[src/hw/rtl/mte_pkg.sv]
// Shared types, symbol codes and the Morse code table of the text encoder.
package mte_pkg;

   localparam int CharW   = 8;
   localparam int SymW    = 3;
   localparam int MaxSyms = 7;
   localparam int MaxCode = 6;
   localparam int CountW  = 3;
   localparam int LenW    = 3;

   // Symbol codes carried in the low bits of the result data.
   localparam logic [SymW-1:0] SYM_DOT     = 3'd0;
   localparam logic [SymW-1:0] SYM_DASH    = 3'd1;
   localparam logic [SymW-1:0] SYM_SLASH   = 3'd2;
   localparam logic [SymW-1:0] SYM_NEWLINE = 3'd3;
   localparam logic [SymW-1:0] SYM_GAP     = 3'd4;
   localparam logic [SymW-1:0] SYM_NONE    = 3'd5;

   localparam logic [CharW-1:0] CHAR_NUL     = 8'h00;
   localparam logic [CharW-1:0] CHAR_TAB     = 8'h09;
   localparam logic [CharW-1:0] CHAR_NEWLINE = 8'h0a;
   localparam logic [CharW-1:0] CHAR_SPACE   = 8'h20;

   // One table entry: the code is left aligned, a set bit is a dash.
   typedef struct packed {
      logic               found;
      logic [LenW-1:0]    len;
      logic [MaxCode-1:0] pat;
   } code_type;

   // Everything the sequencer needs to play one character.
   typedef struct packed {
      logic                          is_valid;
      logic                          is_separator;
      logic                          is_newline;
      logic [CountW-1:0]             count;
      logic [MaxSyms-1:0][SymW-1:0]  syms;
   } lookup_type;

   function automatic code_type code_entry(input logic [CharW-1:0] c);
      code_type e;
      e = '{found: 1'b1, len: 3'd0, pat: 6'b000000};
      case (c)
         "a": begin e.len = 3'd2; e.pat = 6'b010000; end
         "b": begin e.len = 3'd4; e.pat = 6'b100000; end
         "c": begin e.len = 3'd4; e.pat = 6'b101000; end
         "d": begin e.len = 3'd3; e.pat = 6'b100000; end
         "e": begin e.len = 3'd1; e.pat = 6'b000000; end
         "f": begin e.len = 3'd4; e.pat = 6'b001000; end
         "g": begin e.len = 3'd3; e.pat = 6'b110000; end
         "h": begin e.len = 3'd4; e.pat = 6'b000000; end
         "i": begin e.len = 3'd2; e.pat = 6'b000000; end
         "j": begin e.len = 3'd4; e.pat = 6'b011100; end
         "k": begin e.len = 3'd3; e.pat = 6'b101000; end
         "l": begin e.len = 3'd4; e.pat = 6'b010000; end
         "m": begin e.len = 3'd2; e.pat = 6'b110000; end
         "n": begin e.len = 3'd2; e.pat = 6'b100000; end
         "o": begin e.len = 3'd3; e.pat = 6'b111000; end
         "p": begin e.len = 3'd4; e.pat = 6'b011000; end
         "q": begin e.len = 3'd4; e.pat = 6'b110100; end
         "r": begin e.len = 3'd3; e.pat = 6'b010000; end
         "s": begin e.len = 3'd3; e.pat = 6'b000000; end
         "t": begin e.len = 3'd1; e.pat = 6'b100000; end
         "u": begin e.len = 3'd3; e.pat = 6'b001000; end
         "v": begin e.len = 3'd4; e.pat = 6'b000100; end
         "w": begin e.len = 3'd3; e.pat = 6'b011000; end
         "x": begin e.len = 3'd4; e.pat = 6'b100100; end
         "y": begin e.len = 3'd4; e.pat = 6'b101100; end
         "z": begin e.len = 3'd4; e.pat = 6'b110000; end
         "1": begin e.len = 3'd5; e.pat = 6'b011110; end
         "2": begin e.len = 3'd5; e.pat = 6'b001110; end
         "3": begin e.len = 3'd5; e.pat = 6'b000110; end
         "4": begin e.len = 3'd5; e.pat = 6'b000010; end
         "5": begin e.len = 3'd5; e.pat = 6'b000000; end
         "6": begin e.len = 3'd5; e.pat = 6'b100000; end
         "7": begin e.len = 3'd5; e.pat = 6'b110000; end
         "8": begin e.len = 3'd5; e.pat = 6'b111000; end
         "9": begin e.len = 3'd5; e.pat = 6'b111100; end
         "0": begin e.len = 3'd5; e.pat = 6'b111110; end
         ".": begin e.len = 3'd6; e.pat = 6'b010101; end
         ",": begin e.len = 3'd6; e.pat = 6'b110011; end
         ":": begin e.len = 3'd6; e.pat = 6'b111000; end
         "?": begin e.len = 3'd6; e.pat = 6'b001100; end
         "'": begin e.len = 3'd6; e.pat = 6'b011110; end
         "-": begin e.len = 3'd6; e.pat = 6'b100001; end
         "/": begin e.len = 3'd5; e.pat = 6'b100100; end
         "(": begin e.len = 3'd5; e.pat = 6'b101100; end
         ")": begin e.len = 3'd6; e.pat = 6'b101101; end
         "\"": begin e.len = 3'd6; e.pat = 6'b010010; end
         "=": begin e.len = 3'd5; e.pat = 6'b100010; end
         "+": begin e.len = 3'd5; e.pat = 6'b010100; end
         "@": begin e.len = 3'd6; e.pat = 6'b011010; end
         default: begin
            e.found = 1'b0;
         end
      endcase
      return e;
   endfunction

endpackage

[src/hw/rtl/mte_lookup.sv]
// Character classifier: folds case and expands a byte into its symbol list.
module mte_lookup (
   input  logic [mte_pkg::CharW-1:0] character,
   output mte_pkg::lookup_type       info
);

   logic [mte_pkg::CharW-1:0] folded;
   mte_pkg::code_type         code;

   always_comb begin
      if (character >= "A" && character <= "Z") begin
         folded = character + 8'h20;
      end else begin
         folded = character;
      end
   end

   assign code = mte_pkg::code_entry(folded);

   always_comb begin
      info.is_valid     = 1'b1;
      info.is_separator = 1'b0;
      info.is_newline   = 1'b0;
      info.count        = 3'd1;
      info.syms         = {mte_pkg::MaxSyms{mte_pkg::SYM_GAP}};

      if (folded == mte_pkg::CHAR_NUL) begin
         info.is_separator = 1'b1;
      end else if (folded == mte_pkg::CHAR_SPACE) begin
         info.is_separator = 1'b1;
         info.count        = 3'd2;
         info.syms[0]      = mte_pkg::SYM_SLASH;
      end else if (folded == mte_pkg::CHAR_NEWLINE) begin
         info.is_separator = 1'b1;
         info.is_newline   = 1'b1;
         info.count        = 3'd2;
         info.syms[0]      = mte_pkg::SYM_NEWLINE;
      end else if (folded == mte_pkg::CHAR_TAB || !code.found) begin
         // A tab still ends the word; the separator flag handles that.
         info.is_valid     = 1'b0;
         info.is_separator = (folded == mte_pkg::CHAR_TAB);
         info.syms[0]      = mte_pkg::SYM_NONE;
      end else begin
         info.count = code.len + 3'd1;
         for (int k = 0; k < mte_pkg::MaxCode; k++) begin
            if (k < int'(code.len)) begin
               info.syms[k] = code.pat[mte_pkg::MaxCode-1-k] ?
                              mte_pkg::SYM_DASH : mte_pkg::SYM_DOT;
            end
         end
      end
   end

endmodule

[src/hw/rtl/morse_text_encoder.sv]
// Morse text encoder top level: input register, symbol sequencer and running counters.
//
//   channel | direction | tdata                                  | tuser   | tlast
//   --------+-----------+----------------------------------------+---------+---------------
//   req     | in        | character[7:0]                         | -       | -
//   rsp     | out       | symbol, line_number, converted_total,  | invalid | last symbol
//           |           | invalid_total, word_total, bad_word_t. |         | of character
//
// A request is taken into an input register, then expanded and played out one
// symbol per cycle while rsp is ready: its code followed by the closing gap. The
// input register takes the next request while the current character is still
// being played, so the port runs at full rate on results. From the input
// register a request is loaded into the sequencer once the sequencer is free,
// and its first symbol is then on the port.
// Reset is synchronous and clears the line count to one and all totals to zero.
// A stall on rsp holds the current symbol; req backs up after one held request.
module morse_text_encoder #(
   parameter int COUNTER_BITS = 24
) (
   input  logic                                     clock,
   input  logic                                     reset,

   input  logic                                     req_tvalid,
   output logic                                     req_tready,
   // [7:0] character
   input  logic [mte_pkg::CharW-1:0]                req_tdata,

   output logic                                     rsp_tvalid,
   input  logic                                     rsp_tready,
   // [2:0] symbol, then line_number, converted_total, invalid_total,
   // word_total, bad_word_total, each COUNTER_BITS wide, zero padded to bytes
   output logic [((3 + 5 * COUNTER_BITS + 7) / 8) * 8 - 1:0] rsp_tdata,
   // [0] invalid
   output logic                                     rsp_tuser,
   output logic                                     rsp_tlast
);

   localparam int CntW  = COUNTER_BITS;
   localparam int DataW = ((3 + 5 * COUNTER_BITS + 7) / 8) * 8;

   // Saturating increment shared by all counters.
   function automatic logic [CntW-1:0] sat_inc(input logic [CntW-1:0] v);
      return (&v) ? v : v + CntW'(1);
   endfunction

   // Input register.
   logic                         hold_valid_ff, hold_valid_in;
   logic [mte_pkg::CharW-1:0]    hold_char_ff, hold_char_in;

   // Symbol sequencer; the head of the shift register is the symbol on the port.
   logic                                            out_valid_ff, out_valid_in;
   logic [mte_pkg::MaxSyms-1:0][mte_pkg::SymW-1:0]  syms_ff, syms_in;
   logic [mte_pkg::CountW-1:0]                      remain_ff, remain_in;
   logic                                            invalid_ff, invalid_in;
   logic [CntW-1:0]                                 line_here_ff, line_here_in;

   // Running totals; they already include the character being played.
   logic [CntW-1:0] line_count_ff, line_count_in;
   logic [CntW-1:0] converted_ff, converted_in;
   logic [CntW-1:0] invalid_cnt_ff, invalid_cnt_in;
   logic [CntW-1:0] word_ff, word_in;
   logic [CntW-1:0] bad_word_ff, bad_word_in;
   logic            word_err_ff, word_err_in;

   mte_pkg::lookup_type info;
   logic                req_take;
   logic                rsp_take;
   logic                seq_free;
   logic                load;
   logic                err_next;

   mte_lookup u_lookup (
      .character (hold_char_ff),
      .info      (info)
   );

   assign rsp_take = rsp_tvalid && rsp_tready;
   // The sequencer can take a new character when empty or once its final symbol leaves.
   assign seq_free = !out_valid_ff || (rsp_take && remain_ff == 3'd1);
   assign load     = hold_valid_ff && seq_free;
   assign req_tready = !hold_valid_ff || load;
   assign req_take   = req_tvalid && req_tready;

   always_comb begin
      hold_valid_in = hold_valid_ff;
      hold_char_in  = hold_char_ff;
      if (req_take) begin
         hold_valid_in = 1'b1;
         hold_char_in  = req_tdata;
      end else if (load) begin
         hold_valid_in = 1'b0;
      end
   end

   always_comb begin
      out_valid_in   = out_valid_ff;
      syms_in        = syms_ff;
      remain_in      = remain_ff;
      invalid_in     = invalid_ff;
      line_here_in   = line_here_ff;
      line_count_in  = line_count_ff;
      converted_in   = converted_ff;
      invalid_cnt_in = invalid_cnt_ff;
      word_in        = word_ff;
      bad_word_in    = bad_word_ff;
      word_err_in    = word_err_ff;
      err_next       = word_err_ff || !info.is_valid;

      if (load) begin
         out_valid_in = 1'b1;
         syms_in      = info.syms;
         remain_in    = info.count;
         invalid_in   = !info.is_valid;
         // A newline reports the line it ends.
         line_here_in = line_count_ff;

         if (info.is_valid && !info.is_separator) begin
            converted_in = sat_inc(converted_ff);
         end
         if (!info.is_valid) begin
            invalid_cnt_in = sat_inc(invalid_cnt_ff);
         end
         if (info.is_separator) begin
            word_in     = sat_inc(word_ff);
            word_err_in = 1'b0;
            if (err_next) begin
               bad_word_in = sat_inc(bad_word_ff);
            end
            if (info.is_newline) begin
               line_count_in = sat_inc(line_count_ff);
            end
         end else begin
            word_err_in = err_next;
         end
      end else if (rsp_take) begin
         syms_in   = {mte_pkg::SYM_GAP, syms_ff[mte_pkg::MaxSyms-1:1]};
         remain_in = remain_ff - 3'd1;
         if (remain_ff == 3'd1) begin
            out_valid_in = 1'b0;
         end
      end
   end

   always_ff @(posedge clock) begin
      if (reset) begin
         hold_valid_ff  <= 1'b0;
         out_valid_ff   <= 1'b0;
         line_count_ff  <= CntW'(1);
         converted_ff   <= '0;
         invalid_cnt_ff <= '0;
         word_ff        <= '0;
         bad_word_ff    <= '0;
         word_err_ff    <= 1'b0;
         remain_ff      <= '0;
      end else begin
         hold_valid_ff  <= hold_valid_in;
         out_valid_ff   <= out_valid_in;
         line_count_ff  <= line_count_in;
         converted_ff   <= converted_in;
         invalid_cnt_ff <= invalid_cnt_in;
         word_ff        <= word_in;
         bad_word_ff    <= bad_word_in;
         word_err_ff    <= word_err_in;
         remain_ff      <= remain_in;
      end
   end

   always_ff @(posedge clock) begin
      hold_char_ff <= hold_char_in;
      syms_ff      <= syms_in;
      invalid_ff   <= invalid_in;
      line_here_ff <= line_here_in;
   end

   assign rsp_tvalid = out_valid_ff;
   assign rsp_tlast  = (remain_ff == 3'd1);
   assign rsp_tuser  = invalid_ff;
   assign rsp_tdata  = DataW'({bad_word_ff, word_ff, invalid_cnt_ff, converted_ff,
                               line_here_ff, syms_ff[0]});

endmodule

[config.mk]
export PLATFORM = sky130hd
export DESIGN_NAME = morse_text_encoder
export DESIGN_NICKNAME = d
export VERILOG_FILES = /design/src/hw/rtl/mte_pkg.sv /design/src/hw/rtl/mte_lookup.sv /design/src/hw/rtl/morse_text_encoder.sv
export SDC_FILE = /design/constraint.sdc
export NUM_CORES = 1
export LEC_CHECK = 0
export BUFFER_PORTS_ARGS = -buffer_cell sky130_fd_sc_hd__buf_2
export CAP_MARGIN = 20
export CORE_MARGIN = 1
export CORE_UTILIZATION = 30
export DETAILED_ROUTE_END_ITERATION = 10
export GPL_TIMING_DRIVEN = 0
export HOLD_SLACK_MARGIN = 0.03
export PLACE_DENSITY_LB_ADDON = 0.05
export SYNTH_ARGS = -nofsm -noshare
export SYNTH_HDL_FRONTEND = slang
export SYNTH_SLANG_ARGS = --single-unit
export TNS_END_PERCENT = 50
[constraint.sdc]
create_clock -name clock -period 3.43 [get_ports clock]
set_input_delay 0.8575 -clock clock [delete_from_list [all_inputs] [get_ports clock]]
set_output_delay 0.8575 -clock clock [all_outputs]
set_load 0.01 [all_outputs]
==> impl_metrics.json <==
{
  "power_density_nw_per_um2": 423.1,
  "grt_pass1_vias": 7544,
  "grt.met1_usage_pct": 24.43,
  "clk_pin_slew_ps": 70,
  "intPower_mw": 3.467,
  "cts.sink_count": 172,
  "die_w_um": 173.3,
  "cts_max_path_buffers": 2,
  "rows": 62,
  "endpoint_kind": "register",
  "n_fill_cell": 3003,
  "grtUsageMet3_pct": 4.342,
  "areaGrowthSynthToFinish_pct": 24.48,
  "post-route-min-period_ps": 3314,
  "dieArea_um2": 30030,
  "antenna_found_initial": 0,
  "synth_edf_count": 46,
  "synthArstFlopShare_pct": 0,
  "skew_ps": 10.66,
  "ys_seq_elements": 172,
  "core_area_um2": 28780,
  "p_comb_share_pct": 9.9,
  "hold_viol": 0,
  "holdBufCountCts": 0,
  "p_leak_nw": 4.200,
  "io_buffers": 138,
  "setup_ws_ps": 116.1,
  "synth_ff_type": "dfxtp_1",
  "start_util_pct": 30.58,
  "max_slew_margin_pct": 42.63,
  "place_ws_ps": -364.1,
  "clk_latency_ps": 430,
  "grtUsageTotal_pct": 17.80,
  "antenna_cells": 0,
  "layout_commonest_cell": "buf_2",
  "ant_nets": 0,
  "die_y_um": 173.3,
  "critical_path_required_ps": 3740,
  "grt_overflow": 0,
  "grt_pass1_wl_um": 42310,
  "finalPower_mw": 4.635,
  "finalCritPeriodShare_pct": 96.62,
  "cts_max_level": 4,
  "grt.busiest_layer": "met2",
  "numCtsBuffers": 17,
  "route.detailed.drc": 0,
  "grtUsageMet2_pct": 27.89,
  "placedCellCount": 1525,
  "worstPathMaxFanout": 5,
  "cts_tree": "done",
  "drtIter0Drc": 394,
  "gp_congestion": 0.8717,
  "max_freq_mhz": 301.8,
  "fin_nets": 1194,
  "cp_data_arrival_time_ps": 3630,
  "num_vias": 7916,
  "pwr-share-clk_pct": 43.8,
  "syn_area_um2": 8802,
  "finalSetupViolations": 0,
  "peakVddDrop_uv": 301.7,
  "synth.distinct_cells": 75,
  "final_cell_mix": "buf_2 (148), dfxtp_1 (126), nor2_1 (113), nand2_1 (69), a21oi_1 (67)",
  "pwr-share-seq_pct": 46.3,
  "status": "completed",
  "swShare_pct": 25.21,
  "syn_avg_cell_area_um2": 8.811,
  "io_pins": 144,
  "wl_per_cell_um": 16.87,
  "grt_max_degree": 35,
  "slew_violations": 0,
  "worst_pin_slew_ps": 860.5,
  "worstSetupPathType": "reg2reg",
  "maxCapViolCount": 0,
  "root_buffer": "clkbuf_16",
  "startpoint_type": "register",
  "layout-drive-gt1-share_pct": 22.93,
  "fin_cells": 1570,
  "synth_seq_area_share_pct": 44.35,
  "vias_per_cell": 5.042,
  "wirelength_um": 26490,
  "first_pass_iters": 7,
  "min_path_type": "reg2reg",
  "post-route-util_pct": 38.07,
  "dp_hpwl_um": 19380,
  "rsz0062_at_grt": "yes",
  "yosysWarnings": 0,
  "power.switching_mw": 1.169,
  "syn_inst": 999
}
path summary, 6_finish.rpt:
path	startpoint	to	slack, ps	cells after the start
max	hold_char_ff[5]	bad_word_ff[23]	120	8
min	line_count_ff[15]	line_here_ff[15]	470	0
max reg2reg	hold_char_ff[5]	bad_word_ff[23]	120	8
min reg2reg	line_count_ff[15]	line_here_ff[15]	470	0
worst max-delay path: stages (launching register included):
cell,delay (ps)
edfxtp_1,460
ha_1,380
or4_1,470
o22a_4,270
or4_4,580
a31oi_2,310
nor2b_2,280
nand4_1,140
mux2_2,300
power groups by stage:
| stage | registers, mW | clock network, mW | logic [mW] |
|---|---|---|---|
| global placement | 2.19 | 0 | 0.429 |
| detailed placement | 2.19 | 0 | 0.423 |
| global route | 2.15 | 2.18 | 0.504 |
| finish | 2.14 | 2.03 | 0.461 |
| floorplan | 2.19 | 0 | 0.278 |
| CTS | 2.14 | 2.10 | 0.431 |
layer usage:
metal | up-vias | wire (um)
li1 | 3993 | -
met1 | 3730 | 12850
met2 | 173 | 11940
met3 | 20 | 1323
met4 | 0 | 369
met5 | - | 0
state kept, by name (all words and copies together), names as in the netlist, 3 cells and up:
| name | count |
|---|---|
| bad_word_ff | 24 |
| converted_ff | 24 |
| invalid_cnt_ff | 24 |
| line_count_ff | 24 |
| line_here_ff | 24 |
| word_ff | 24 |
| syms_ff | 10 |
| hold_char_ff | 8 |
| remain_ff | 3 |
| rsp_tdata | 3 |
cell usage after synthesis, types with 5 or more instances:
cell type	number	area, um^2
dfxtp_1	126	2522
nor2_1	116	435.4
nand2_1	72	270.3
a21oi_1	68	340.3
o21ai_0	54	270.3
xor2_1	51	446.7
nand3_1	49	245.2
edfxtp_1	46	1381
or3_1	40	250.2
and3_1	34	212.7
clkbuf_1	34	127.6
nand4_1	34	212.7
inv_1	20	75.07
nor3_1	17	85.08
xnor2_1	16	140.1
and2_1	15	93.84
buf_2	13	65.06
or4_1	11	82.58
and4_1	10	87.58
nor2b_1	10	62.56
a211oi_1	9	67.56
buf_4	9	67.56
ha_1	9	112.6
nand2b_1	9	56.30
o22ai_1	9	56.30
o31ai_1	8	60.06
nor4_1	7	43.79
o21a_1	7	52.55
a31oi_1	6	37.54
o211ai_1	5	37.54
o31a_1	5	43.79
metrics by stage:
step	TNS [ps]	hold slack [ps]	instance area (um^2)
final	0	473.0	10960
after global routing	-296.2	499.7	10960
after CTS	0	477.5	10710
after detailed placement	-12130	452.1	9990
after global placement	-16050	444.4	9988
after floorplan	0	408.2	8817
timing repair:
| action | CTS | global route |
|---|---|---|
| pin swaps | 1 | 5 |
| setup buffers | 3 | 11 |
| gates cloned | 0 | 0 |
| setup endpoints to repair | 85 | 88 |
| gates resized for setup | 17 | 50 |
layout make-up:
cell class	instances	area, um^2	share of cell area (%)
Clock inverter	13	162.7	1.485
Sequential cell	172	3904	35.63
Clock buffer	19	452.9	4.134
Tap cell	384	480.5	4.385
Buffer	61	316.6	2.889
Multi-Input combinational cell	749	4770	43.53
Inverter	20	75.07	0.6852
Timing Repair Buffer	152	795.8	7.263
kinds of logic after synthesis:
family | after synthesis | share of synthesized area, %
AO/OA/AOI/OAI | 219 | 16.19
XOR/XNOR | 67 | 6.667
adder cells (fa/ha/maj) | 9 | 1.279
buffers and inverters | 82 | 4.236
flip-flops | 172 | 44.35
multiplexers | 7 | 0.8387
other | 1 | 0.04260
AND/OR/NAND/NOR | 442 | 26.40
(Power assumes the default switching activity.)
